`src/rtl/dq_pkg.sv`:
```
// ---------------------------------------------------------------------------
// dq_pkg: shared types and constants for the double-ended queue
// Operation codes, result status codes, back-end states and the command
// word that travels from the front end through the command queue.
// ---------------------------------------------------------------------------
package dq_pkg;

   // Operation codes as seen on req_operation
   typedef enum logic [2:0] {
      OP_PUSH_FRONT = 3'd0,
      OP_POP_FRONT  = 3'd1,
      OP_PUSH_BACK  = 3'd2,
      OP_POP_BACK   = 3'd3,
      OP_LIST       = 3'd4,
      OP_CLEAR      = 3'd5
   } op_type;

   // Result status codes
   localparam logic [1:0] ST_OK    = 2'd0;
   localparam logic [1:0] ST_EMPTY = 2'd1;
   localparam logic [1:0] ST_FULL  = 2'd2;

   // Value width of one entry
   localparam int unsigned VALUE_W = 32;

   // Command queue between front and back end
   localparam int unsigned CMDQ_DEPTH = 2;
   localparam int unsigned CMDQ_PTR_W = 1;
   localparam int unsigned CMDQ_CNT_W = 2;

   // One accepted command word
   typedef struct packed {
      op_type             op;
      logic signed [31:0] value;
   } cmd_type;

   // Back-end sequencer states
   typedef enum logic [1:0] {
      S_IDLE,
      S_POP,
      S_LIST
   } state_type;

endpackage

```
`src/rtl/dq_front.sv`:
```
// ---------------------------------------------------------------------------
// dq_front: request front end
// Takes a word when start is high and the command queue has room, drops
// unused operation codes and forwards valid commands to the queue.
// ---------------------------------------------------------------------------
module dq_front (
   input  logic               start,
   output logic               busy,
   input  logic [2:0]         req_operation,
   input  logic signed [31:0] req_item_value,
   input  logic               cmdq_full,
   output logic               cmdq_push,
   output dq_pkg::cmd_type    cmdq_cmd
);

   logic accept;
   logic known_op;

   assign busy   = cmdq_full;
   assign accept = start & ~cmdq_full;

   // Classify the operation code; codes 6 and 7 cause nothing
   always_comb begin
      unique case (dq_pkg::op_type'(req_operation)) inside
         dq_pkg::OP_PUSH_FRONT, dq_pkg::OP_POP_FRONT, dq_pkg::OP_PUSH_BACK,
         dq_pkg::OP_POP_BACK, dq_pkg::OP_LIST, dq_pkg::OP_CLEAR: begin
            known_op = 1'b1;
         end
         default: begin
            known_op = 1'b0;
         end
      endcase
   end

   assign cmdq_push      = accept & known_op;
   assign cmdq_cmd.op    = dq_pkg::op_type'(req_operation);
   assign cmdq_cmd.value = req_item_value;

endmodule

```
`src/rtl/dq_cmdq.sv`:
```
// ---------------------------------------------------------------------------
// dq_cmdq: command queue
// Small register FIFO that decouples the front end from the back end.
// ---------------------------------------------------------------------------
module dq_cmdq (
   input  logic            clock,
   input  logic            reset,
   input  logic            push,
   input  dq_pkg::cmd_type push_cmd,
   output logic            full,
   input  logic            pop,
   output logic            cmd_valid,
   output dq_pkg::cmd_type cmd
);

   dq_pkg::cmd_type                   slot_ff [dq_pkg::CMDQ_DEPTH];
   logic [dq_pkg::CMDQ_PTR_W-1:0]     wr_ptr_ff, wr_ptr_in;
   logic [dq_pkg::CMDQ_PTR_W-1:0]     rd_ptr_ff, rd_ptr_in;
   logic [dq_pkg::CMDQ_CNT_W-1:0]     cnt_ff, cnt_in;
   logic                              do_push;
   logic                              do_pop;

   assign full      = (cnt_ff == dq_pkg::CMDQ_CNT_W'(dq_pkg::CMDQ_DEPTH));
   assign cmd_valid = (cnt_ff != '0);
   assign cmd       = slot_ff[rd_ptr_ff];
   assign do_push   = push & ~full;
   assign do_pop    = pop & cmd_valid;

   // Pointer and fill count update
   always_comb begin
      wr_ptr_in = wr_ptr_ff;
      rd_ptr_in = rd_ptr_ff;
      cnt_in    = cnt_ff;
      if (do_push) begin
         wr_ptr_in = wr_ptr_ff + 1'b1;
      end
      if (do_pop) begin
         rd_ptr_in = rd_ptr_ff + 1'b1;
      end
      if (do_push & ~do_pop) begin
         cnt_in = cnt_ff + 1'b1;
      end else if (do_pop & ~do_push) begin
         cnt_in = cnt_ff - 1'b1;
      end
   end

   always_ff @(posedge clock) begin
      if (reset) begin
         wr_ptr_ff <= '0;
         rd_ptr_ff <= '0;
         cnt_ff    <= '0;
      end else begin
         wr_ptr_ff <= wr_ptr_in;
         rd_ptr_ff <= rd_ptr_in;
         cnt_ff    <= cnt_in;
      end
   end

   // Command words, no reset needed
   always_ff @(posedge clock) begin
      if (do_push) begin
         slot_ff[wr_ptr_ff] <= push_cmd;
      end
   end

endmodule

```
`src/rtl/dq_exec.sv`:
```
// ---------------------------------------------------------------------------
// dq_exec: back end
// Owns the circular entry store, the front index and the entry count, and
// carries out one command at a time, driving the result ports.
// ---------------------------------------------------------------------------
module dq_exec #(
   parameter int unsigned DEPTH = 16
) (
   input  logic               clock,
   input  logic               reset,
   input  logic               cmd_valid,
   input  dq_pkg::cmd_type    cmd,
   output logic               cmd_pop,
   output logic               rsp_strobe,
   output logic signed [31:0] rsp_out_value,
   output logic [1:0]         rsp_status,
   output logic               rsp_last_of_run
);

   localparam int unsigned IDX_W = $clog2(DEPTH);
   localparam int unsigned CNT_W = $clog2(DEPTH + 1);
   localparam int unsigned SUM_W = CNT_W + 1;

   dq_pkg::state_type         state_ff, state_in;
   logic [IDX_W-1:0]          front_ff, front_in;
   logic [CNT_W-1:0]          count_ff, count_in;
   logic [IDX_W-1:0]          list_ff, list_in;
   logic [IDX_W-1:0]          list_addr_ff, list_addr_in;
   logic                      res_valid_ff, res_valid_in;
   logic [1:0]                res_status_ff, res_status_in;

   logic [dq_pkg::VALUE_W-1:0] entry_store_ff [DEPTH];
   logic [dq_pkg::VALUE_W-1:0] rd_data_ff;
   logic                       wr_en;
   logic [IDX_W-1:0]           wr_addr;
   logic                       rd_en;
   logic [IDX_W-1:0]           rd_addr;

   logic                      is_empty;
   logic                      is_full;
   logic [IDX_W-1:0]          front_dec;
   logic [IDX_W-1:0]          front_inc;
   logic [IDX_W-1:0]          list_addr_inc;
   logic [SUM_W-1:0]          tail_sum;
   logic [SUM_W-1:0]          last_sum;
   logic [IDX_W-1:0]          tail_slot;
   logic [IDX_W-1:0]          last_slot;
   logic                      list_last;
   logic                      take_cmd;

   // Index arithmetic, all modulo DEPTH
   assign is_empty  = (count_ff == '0);
   assign is_full   = (count_ff == CNT_W'(DEPTH));
   assign front_dec = (front_ff == '0) ? IDX_W'(DEPTH - 1) : front_ff - 1'b1;
   assign front_inc = (front_ff == IDX_W'(DEPTH - 1)) ? '0 : front_ff + 1'b1;
   assign list_addr_inc = (list_addr_ff == IDX_W'(DEPTH - 1)) ? '0
                                                              : list_addr_ff + 1'b1;
   assign tail_sum  = SUM_W'(front_ff) + SUM_W'(count_ff);
   assign last_sum  = tail_sum - SUM_W'(1);
   assign tail_slot = (tail_sum >= SUM_W'(DEPTH)) ? IDX_W'(tail_sum - SUM_W'(DEPTH))
                                                  : IDX_W'(tail_sum);
   assign last_slot = (last_sum >= SUM_W'(DEPTH)) ? IDX_W'(last_sum - SUM_W'(DEPTH))
                                                  : IDX_W'(last_sum);
   assign list_last = ((CNT_W'(list_ff) + CNT_W'(1)) == count_ff);
   assign take_cmd  = (state_ff == dq_pkg::S_IDLE) & cmd_valid;

   // Next state
   always_comb begin
      state_in = state_ff;
      unique case (state_ff)
         dq_pkg::S_IDLE: begin
            if (cmd_valid) begin
               case (cmd.op)
                  dq_pkg::OP_POP_FRONT, dq_pkg::OP_POP_BACK: begin
                     if (!is_empty) state_in = dq_pkg::S_POP;
                  end
                  dq_pkg::OP_LIST: begin
                     if (!is_empty) state_in = dq_pkg::S_LIST;
                  end
                  default: begin
                     state_in = dq_pkg::S_IDLE;
                  end
               endcase
            end
         end
         dq_pkg::S_POP: begin
            state_in = dq_pkg::S_IDLE;
         end
         dq_pkg::S_LIST: begin
            if (list_last) state_in = dq_pkg::S_IDLE;
         end
         default: begin
            state_in = dq_pkg::S_IDLE;
         end
      endcase
   end

   // Datapath and store control
   always_comb begin
      front_in      = front_ff;
      count_in      = count_ff;
      list_in       = list_ff;
      list_addr_in  = list_addr_ff;
      res_valid_in  = 1'b0;
      res_status_in = dq_pkg::ST_OK;
      wr_en         = 1'b0;
      wr_addr       = front_ff;
      rd_en         = 1'b0;
      rd_addr       = front_ff;
      cmd_pop       = take_cmd;
      unique case (state_ff)
         dq_pkg::S_IDLE: begin
            if (cmd_valid) begin
               case (cmd.op)
                  dq_pkg::OP_PUSH_FRONT: begin
                     res_valid_in = 1'b1;
                     if (is_full) begin
                        res_status_in = dq_pkg::ST_FULL;
                     end else begin
                        wr_en    = 1'b1;
                        wr_addr  = front_dec;
                        front_in = front_dec;
                        count_in = count_ff + 1'b1;
                     end
                  end
                  dq_pkg::OP_PUSH_BACK: begin
                     res_valid_in = 1'b1;
                     if (is_full) begin
                        res_status_in = dq_pkg::ST_FULL;
                     end else begin
                        wr_en    = 1'b1;
                        wr_addr  = tail_slot;
                        count_in = count_ff + 1'b1;
                     end
                  end
                  dq_pkg::OP_POP_FRONT: begin
                     if (is_empty) begin
                        res_valid_in  = 1'b1;
                        res_status_in = dq_pkg::ST_EMPTY;
                     end else begin
                        rd_en    = 1'b1;
                        rd_addr  = front_ff;
                        front_in = front_inc;
                        count_in = count_ff - 1'b1;
                     end
                  end
                  dq_pkg::OP_POP_BACK: begin
                     if (is_empty) begin
                        res_valid_in  = 1'b1;
                        res_status_in = dq_pkg::ST_EMPTY;
                     end else begin
                        rd_en    = 1'b1;
                        rd_addr  = last_slot;
                        count_in = count_ff - 1'b1;
                     end
                  end
                  dq_pkg::OP_LIST: begin
                     if (is_empty) begin
                        res_valid_in  = 1'b1;
                        res_status_in = dq_pkg::ST_EMPTY;
                     end else begin
                        rd_en        = 1'b1;
                        rd_addr      = front_ff;
                        list_in      = '0;
                        list_addr_in = front_inc;
                     end
                  end
                  dq_pkg::OP_CLEAR: begin
                     res_valid_in = 1'b1;
                     front_in     = '0;
                     count_in     = '0;
                  end
                  default: begin
                     res_valid_in = 1'b0;
                  end
               endcase
            end
         end
         dq_pkg::S_LIST: begin
            // Prefetch the next entry while the current one is reported
            rd_en        = 1'b1;
            rd_addr      = list_addr_ff;
            list_addr_in = list_addr_inc;
            list_in      = list_ff + 1'b1;
         end
         default: begin
            rd_en = 1'b0;
         end
      endcase
   end

   // Result outputs
   always_comb begin
      unique case (state_ff)
         dq_pkg::S_POP: begin
            rsp_strobe      = 1'b1;
            rsp_out_value   = rd_data_ff;
            rsp_status      = dq_pkg::ST_OK;
            rsp_last_of_run = 1'b1;
         end
         dq_pkg::S_LIST: begin
            rsp_strobe      = 1'b1;
            rsp_out_value   = rd_data_ff;
            rsp_status      = dq_pkg::ST_OK;
            rsp_last_of_run = list_last;
         end
         default: begin
            rsp_strobe      = res_valid_ff;
            rsp_out_value   = '0;
            rsp_status      = res_status_ff;
            rsp_last_of_run = 1'b1;
         end
      endcase
   end

   // Control registers
   always_ff @(posedge clock) begin
      if (reset) begin
         state_ff     <= dq_pkg::S_IDLE;
         front_ff     <= '0;
         count_ff     <= '0;
         list_ff      <= '0;
         res_valid_ff <= 1'b0;
      end else begin
         state_ff     <= state_in;
         front_ff     <= front_in;
         count_ff     <= count_in;
         list_ff      <= list_in;
         res_valid_ff <= res_valid_in;
      end
   end

   // Payload registers
   always_ff @(posedge clock) begin
      list_addr_ff  <= list_addr_in;
      res_status_ff <= res_status_in;
   end

   // Entry store: one write port, one registered read port
   always_ff @(posedge clock) begin
      if (wr_en) begin
         entry_store_ff[wr_addr] <= cmd.value;
      end
      if (rd_en) begin
         rd_data_ff <= entry_store_ff[rd_addr];
      end
   end

endmodule

```
`src/rtl/double_ended_queue.sv`:
```
// ---------------------------------------------------------------------------
// double_ended_queue: bounded deque of signed 32-bit words
// Front end, command queue and back end around a circular entry store.
// ---------------------------------------------------------------------------
// A word is taken when start is high and busy is low; busy only rises when
// the two-entry command queue is full. Results appear for exactly one cycle
// with rsp_strobe and must be captured then. In the back end a push, a clear
// or any empty/full report is registered and then strobed, a pop reads the
// store and then reports, and a list reads and reports the stored entries in
// turn, since the store has a single registered read port. Operation codes 6
// and 7 are taken and give no result.
module double_ended_queue #(
   parameter int unsigned DEPTH = 16
) (
   input  logic               clock,
   input  logic               reset,
   input  logic               start,
   output logic               busy,
   input  logic [2:0]         req_operation,
   input  logic signed [31:0] req_item_value,
   output logic               rsp_strobe,
   output logic signed [31:0] rsp_out_value,
   output logic [1:0]         rsp_status,
   output logic               rsp_last_of_run
);

   logic            cmdq_full;
   logic            cmdq_push;
   dq_pkg::cmd_type cmdq_in;
   logic            cmdq_pop;
   logic            cmdq_valid;
   dq_pkg::cmd_type cmdq_out;

   dq_front u_front (
      .start          (start),
      .busy           (busy),
      .req_operation  (req_operation),
      .req_item_value (req_item_value),
      .cmdq_full      (cmdq_full),
      .cmdq_push      (cmdq_push),
      .cmdq_cmd       (cmdq_in)
   );

   dq_cmdq u_cmdq (
      .clock     (clock),
      .reset     (reset),
      .push      (cmdq_push),
      .push_cmd  (cmdq_in),
      .full      (cmdq_full),
      .pop       (cmdq_pop),
      .cmd_valid (cmdq_valid),
      .cmd       (cmdq_out)
   );

   dq_exec #(
      .DEPTH (DEPTH)
   ) u_exec (
      .clock           (clock),
      .reset           (reset),
      .cmd_valid       (cmdq_valid),
      .cmd             (cmdq_out),
      .cmd_pop         (cmdq_pop),
      .rsp_strobe      (rsp_strobe),
      .rsp_out_value   (rsp_out_value),
      .rsp_status      (rsp_status),
      .rsp_last_of_run (rsp_last_of_run)
   );

endmodule

```
`config.mk`:
```
export PLATFORM = sky130hd
export DESIGN_NAME = double_ended_queue
export DESIGN_NICKNAME = d
export VERILOG_FILES = /design/src/rtl/dq_pkg.sv /design/src/rtl/dq_front.sv /design/src/rtl/dq_cmdq.sv /design/src/rtl/dq_exec.sv /design/src/rtl/double_ended_queue.sv
export SDC_FILE = /design/constraint.sdc
export NUM_CORES = 1
export LEC_CHECK = 0
export BUFFER_PORTS_ARGS = -buffer_cell sky130_fd_sc_hd__buf_2
export CAP_MARGIN = 0
export CORE_AREA = 8 8 241 243
export DETAILED_ROUTE_END_ITERATION = 10
export DIE_AREA = 0 0 249 251
export GPL_ROUTABILITY_DRIVEN = 0
export GPL_TIMING_DRIVEN = 0
export SLEW_MARGIN = 20
export SYNTH_ARGS = -nofsm -noshare
export SYNTH_HDL_FRONTEND = slang
export SYNTH_SLANG_ARGS = --single-unit
```
`constraint.sdc`:
```
create_clock -name clock -period 6.2 [get_ports clock]
set_input_delay 0.31 -clock clock [delete_from_list [all_inputs] [get_ports clock]]
set_output_delay 0.31 -clock clock [all_outputs]
set_load 0.01 [all_outputs]
```
==> flow_metrics.tcl, run 1 <==
set metrics [dict create \
    dp_hpwl_um 44490 \
    clock-sinks 641 \
    antenna_left 0 \
    dr_wl_met3_um 4543 \
    end_kind "flip-flop" \
    clock_power_share 0.287 \
    slowest_stage "clkbuf_1" \
    seqPwrFrac 0.400 \
    top_layer_used "met4" \
    grt_pass1_vias 16280 \
    min_period_over_period 0.7323 \
    worstHoldPathCells 5 \
    p_comb_frac 0.313 \
    slew_violations 0 \
    die_w_um 249 \
    synth_area_leaders "edfxtp_1, nand2_1, nand3_1, a21oi_1, dfxtp_1" \
    cts_resized 0 \
    timing.slew.headroom 0.3121 \
    vias_per_cell 5.668 \
    worstPathArrival_ns 4.82 \
    startpoint_type "flip-flop" \
    yosysSeqAreaShare 0.7390 \
    antenna_found_initial 0 \
    crit_chain "ha_1 -> fa_1 -> inv_1 -> and3_1 -> xnor3_1 -> o21ai_1 -> nand2b_1 -> clkbuf_1 -> a21oi_1 -> nor4_1" \
    max_freq_mhz 220.3 \
    fin_skew_ns 0.02306 \
    async_flop_share 0 \
    stdcell_count 2872 \
    critPathMaxFanout 10 \
    min_to "u_cmdq.wr_ptr_ff" \
    ys_warn_count 0 \
    ys_seq_elements 641 \
    synth_xor_area_frac 0.007195 \
    reg2reg_depth 10 \
    post_drt_wl_per_cell_um 23.50 \
    syn_to_final_growth_pct 17.40 \
    maxCapViolations 0 \
    slowest_delay_ns 0.69 \
    grt_overflow 0 \
    syn-num-nets 1965 \
    clk_pin_slew_ns 0.05 \
    total_power_mw 13.75 \
    p_leak_nw 10.60 \
    die_area_mm2 0.06250 \
    synth-simple-area-share 0.1417 \
    ys.flop_type "edfxtp_1" \
    rsz0062_at_grt "no" \
    synth_top_area_share 0.7211 \
    cts_tree "built" \
    synth_area_per_cell_um2 13.47 \
    initial_core_util 0.4736 \
    rows 86 \
    rr_endpoint "u_exec.rd_data_ff[0]" \
    fin_nets 2169 \
    coreArea_mm2 0.05434 \
    hold_viol 0 \
    grt_pass1_wl_um 100800 \
    hold_class "in -> reg" \
    min-delay-start "start" \
    crit_required_ns 6.48 \
    outcome "finished, final reports clean" \
    wl_met1_um 28670 \
    syn-instance-count 1911 \
    fin_crit_ns 4.540 \
    via_count 16278 \
    dp_cells 2713 \
    layout_commonest_cell "edfxtp_1" \
    detail_route.first_pass.iterations 8 \
    synth_compound_area_frac 0.05319 \
    grt_max_degree 36 \
    drtIter0Drc 1469 \
    p_int_mw 8.993 \
    yosys.area.top_type "edfxtp_1" \
    die_h_um 251 \
    regToRegSetupSlack_ns 1.66 \
    totalWireLength_um 67490 \
    whs_ns 0.1963 \
    pin_count 75 \
    cts-root-buf "clkbuf_16" \
    ys_types 60 \
    final_cell_mix "edfxtp_1, nand2_1, nand3_1" \
    synth_adder_area_share 0.008362 \
    ir_worst_vdd_mv 0.2539 \
    numCtsBuffers 68 \
    dr_wl_met2_um 32050 \
    p_per_area_mw_per_mm2 455.1 \
    gr-usage-all-layers 0.2136 \
    synth_mux_area_frac 0.03107 \
    final_layout_size_suffix_gt1_frac 0.1357 \
    r2r_start "u_exec.count_ff[0]" \
    synth_top_family_by_area "simple AND/OR/NAND/NOR gates" \
    p_sw_mw 4.759 \
    worst_pin_slew_ns 1.032 \
    io_buffers 74 \
    drc 0 \
    swShare 0.3461 \
    critPathKind "reg -> reg" \
    synth.cell_area_mm2 0.02574 \
    setup_viol_count_final 0 \
    clockBufferDepth 3 \
    h-tree-depth 3 \
    synth_edf_count 618 \
    clk_latency_ns 0.60 \
]
cell usage after synthesis, drive strengths merged, types with 4 or more instances:
cell type    n
edfxtp     618
nand2      480
nand3      195
a21oi      113
clkbuf      60
nor2        52
buf         46
mux2        37
mux2i       37
and2        34
a32o        33
nor4        32
dfxtp       23
o21ai       16
ha          14
inv         12
xnor2       10
nand2b       9
nor3         8
a31oi        7
xor2         6
nor2b        5
a211oi       4
a21o         4
nand4        4
o21a         4
kinds of logic after synthesis:
kind of cell | Yosys count
fa+ha+maj | 16
simple gates | 833
flops | 641
xor+xnor | 18
buf+inv | 118
compound gates | 211
mux | 74
worst max-delay path by stage:
stage | from | to | slack [ns]
after floorplan | flip-flop | u_exec.rd_data_ff[0] | 1.84
after global placement | flip-flop | u_exec.rd_data_ff[19] | -1.30
after detailed placement | u_exec.count_ff[0] | u_exec.rd_data_ff[0] | 1.79
after CTS | u_exec.count_ff[0] | u_exec.rd_data_ff[0] | 1.73
after global routing | u_exec.count_ff[0] | u_exec.rd_data_ff[0] | 1.49
final | u_exec.count_ff[0] | u_exec.rd_data_ff[0] | 1.66
power groups by stage:
stage	Clock (mW)	Combinational, mW	Sequential [mW]
2_1_floorplan	0	2.64	5.56
3_3_place_gp	0	4.09	5.60
3_5_place_dp	0	4.30	5.58
4_1_cts	4.02	4.34	5.49
5_1_grt	4.17	4.71	5.52
6_report	3.95	4.31	5.50
routing by layer:
metal | vias up | track usage
met4 | 0 | 0.08311
met1 | 8052 | 0.2803
met2 | 617 | 0.3526
met3 | 131 | 0.03945
li1 | 7478 | -
met5 | - | 0
metrics by stage:
step | worst slack (ns) | instance area, um2 | setup TNS [ns] | utilization
2_1_floorplan | 1.838 | 25740 | 0 | -
3_3_place_gp | -1.302 | 26990 | -41.30 | 0.4966
3_5_place_dp | 1.789 | 27710 | 0 | 0.5099
4_1_cts | 1.729 | 30210 | 0 | 0.5560
5_1_grt | 1.487 | 30210 | 0 | 0.5560
6_report | 1.660 | 30220 | 0 | 0.5560
final cells by class:
class,count,area [um2]
Tap cell,704,880.8
Antenna cell,1,2.502
Multi-Input combinational cell,1152,6360
Inverter,12,45.04
Clock buffer,90,1848
Sequential cell,641,19020
Timing Repair Buffer,134,1309
Fill cell,4361,24120
Clock inverter,32,295.3
Buffer,106,456.7
critical path: cells and delay by family, from the launching register on:
| family | cells | cell delay [ns] |
|---|---|---|
| xor gates and xnor gates | 1 | 0.20 |
| AOI/OAI and AO/OA | 2 | 0.66 |
| buffers and inverters | 2 | 0.83 |
| DFF | 1 | 0.57 |
| and+or+nand+nor | 3 | 1.23 |
| adders and majority gates | 2 | 0.74 |
timing repair:
action,CTS,global route
endpoints found under the setup margin,0,0
endpoints found under the hold margin,71,0
buffers inserted,0,0
hold buffers,36,0
registers in the layout (all words and copies together), names as in the netlist, named ones only:
| signal | flops |
|---|---|
| u_cmdq.cnt_ff | 2 |
| u_cmdq.rd_ptr_ff | 1 |
| u_cmdq.slot_ff | 70 |
| u_cmdq.wr_ptr_ff | 1 |
| u_exec.count_ff | 5 |
| u_exec.entry_store_ff | 512 |
| u_exec.front_ff | 4 |
| u_exec.list_addr_ff | 4 |
| u_exec.list_ff | 4 |
| u_exec.rd_data_ff | 32 |
| u_exec.res_status_ff | 2 |
| u_exec.res_valid_ff | 1 |
| u_exec.state_ff | 2 |
No activity file was read; power rests on OpenSTA's default activity.
==> inputs of run 2 (changes only) <==
==> constraint.sdc (replaced) <==
create_clock -name clock -period 4.5 [get_ports clock]
set_input_delay 0.225 -clock clock [delete_from_list [all_inputs] [get_ports clock]]
set_output_delay 0.225 -clock clock [all_outputs]
set_load 0.01 [all_outputs]
==> run 2 against run 1 <==
Compared with the run above: via count fell by 0.16%; worst setup slack got worse by 1.6 ns; fmax up 3.3%; sequential cell count did not move; critical endpoint is now u_exec.rd_data_ff[31]; clock skew is 0.00060 ns lower; combinational power up 38%; final cell count is the same; total power grew 38%; global-route usage did not move.
==> flow_metrics.tcl, run 2 (same netlist as run 1, synthesis figures left out) <==
set metrics [dict create \
    grt_pass1_vias 16280 \
    via_count 16252 \
    rsz0062_at_grt "no" \
    worst_pin_slew_ns 1.032 \
    n_fill_cell 4360 \
    rr_endpoint "u_exec.rd_data_ff[31]" \
    outcome "finished, final reports clean" \
    maxCapViolations 0 \
    max_freq_mhz 227.6 \
    timing.slew.headroom 0.3119 \
    clockBufferDepth 3 \
    largest_reg_flops 512 \
    slew_violations 0 \
    die_w_um 249 \
    regToRegSetupSlack_ns 0.11 \
    total_power_mw 18.95 \
    layout_commonest_cell "edfxtp_1" \
    fin_ws_ns 0.1054 \
    fin_nets 2169 \
    top_register "u_exec.entry_store_ff" \
    p_leak_nw 10.60 \
    grt_pass1_wl_um 100800 \
    min-delay-start "start" \
    detail_route.first_pass.iterations 8 \
    fin_crit_ns 4.395 \
    grt_max_degree 36 \
    startpoint_type "flip-flop" \
    reg.largest.list "u_exec.entry_store_ff (512), u_cmdq.slot_ff (70), u_exec.rd_data_ff (32)" \
    post_drt_wl_per_cell_um 23.51 \
    gr-usage-all-layers 0.2136 \
    numCtsBuffers 68 \
    cts_tree "built" \
    io_buffers 74 \
    end_kind "flip-flop" \
    clock-sinks 641 \
    grt_overflow 0 \
    totalWireLength_um 67510 \
    dp_hpwl_um 44490 \
    initial_core_util 0.4736 \
    ir_worst_vdd_mv 0.3500 \
    drtIter0Drc 1469 \
    reg2reg_depth 10 \
    dp_slack_ns 0.08916 \
    clk_pin_slew_ns 0.06 \
    cts-root-buf "clkbuf_16" \
    rows 86 \
    p_per_area_mw_per_mm2 627.2 \
    hold_viol 0 \
    clk_latency_ns 0.60 \
    final_cell_mix "edfxtp_1, nand2_1, nand3_1" \
    drc 0 \
    post-cts-setup-buffers 0 \
    vias_per_cell 5.659 \
    setup_viol_count_final 0 \
    min_to "u_cmdq.wr_ptr_ff" \
    syn_to_final_growth_pct 17.41 \
    antenna_left 0 \
    h-tree-depth 3 \
    fin_skew_ns 0.02246 \
    r2r_start "u_exec.count_ff[1]" \
    coreArea_mm2 0.05434 \
    die_h_um 251 \
    crit_required_ns 4.76 \
    hold_class "in -> reg" \
    critPathMaxFanout 10 \
    min_period_over_period 0.9766 \
    final_layout_size_suffix_gt1_frac 0.1361 \
    antenna_found_initial 0 \
    worstPathArrival_ns 4.66 \
    die_area_mm2 0.06250 \
    pin_count 75 \
    worstHoldPathCells 5 \
    critPathKind "reg -> reg" \
]
[run 2: cell counts in the layout (fill, tap and decap cells not counted)]
No cell type changed its count.
[run 2: what timing repair did]
item / CTS / global route
endpoints found under the hold margin: 71 / 0
gates resized for setup: 0 / 2
hold buffers: 36 / 0
endpoints found under the setup margin: 0 / 1
[run 2: cell type report]
cell class / instances / area [um2] / area share
multi-input combinational: 1152 / 6360 / 0.2105
buffer: 106 / 457.9 / 0.01516
timing repair buffer: 134 / 1309 / 0.04331
clock buffer: 90 / 1848 / 0.06116
inverter: 12 / 45.04 / 0.001491
antenna: 1 / 2.502 / 0.00008282
tap: 704 / 880.8 / 0.02915
clock inverter: 32 / 295.3 / 0.009772
sequential: 641 / 19020 / 0.6294
[run 2: per-layer routing]
| layer | vias up | GRT usage | part of all wire |
|---|---|---|---|
| li1 | 7474 | - | - |
| met1 | 8034 | 0.2803 | 0.42 |
| met2 | 615 | 0.3526 | 0.48 |
| met3 | 129 | 0.03945 | 0.068 |
| met4 | 0 | 0.08311 | 0.033 |
| met5 | - | 0 | 0 |
[run 2: how the worst max path moves through the flow]
stage,start,to,slack [ns],cells after the start
6_report,u_exec.count_ff[1],u_exec.rd_data_ff[31],0.11,10
5_1_grt,u_exec.count_ff[0],u_exec.rd_data_ff[0],0.01,10
4_1_cts,u_exec.count_ff[0],u_exec.rd_data_ff[0],0.03,10
3_5_place_dp,u_exec.count_ff[0],u_exec.rd_data_ff[0],0.09,10
3_3_place_gp,flip-flop,u_exec.rd_data_ff[19],-3.00,6
2_1_floorplan,flip-flop,u_exec.rd_data_ff[0],0.14,6
[run 2: critical path: stages, from the launching register on]
cell,delay [ns]
dfxtp_1,0.46
or4_4,0.62
o221a_2,0.30
buf_6,0.14
mux2_2,0.29
clkbuf_1,0.52
clkbuf_1,0.66
nand2_1,0.13
nand3_1,0.11
a21oi_1,0.07
nor4_1,0.76
[run 2: where the power goes]
group          switching (mW)  internal (mW)  total (mW)
registers               0.137           7.44        7.57
logic                    4.17           1.77        5.94
clock network            2.25           3.19        5.44
[run 2: through the flow]
stage / utilization / hold WS (ns) / setup TNS, ns / instances / cell area [um2]
5_1_grt: 0.5560 / 0.1411 / 0 / 2871 / 30210
6_report: 0.5561 / 0.1117 / 0 / 2872 / 30220
3_5_place_dp: 0.5099 / 0.4161 / 0 / 2713 / 27710
3_3_place_gp: 0.4966 / 0.4119 / -605.51 / 2689 / 26990
4_1_cts: 0.5560 / 0.07802 / 0 / 2871 / 30210
2_1_floorplan: - / 0.3081 / 0 / 1911 / 25740
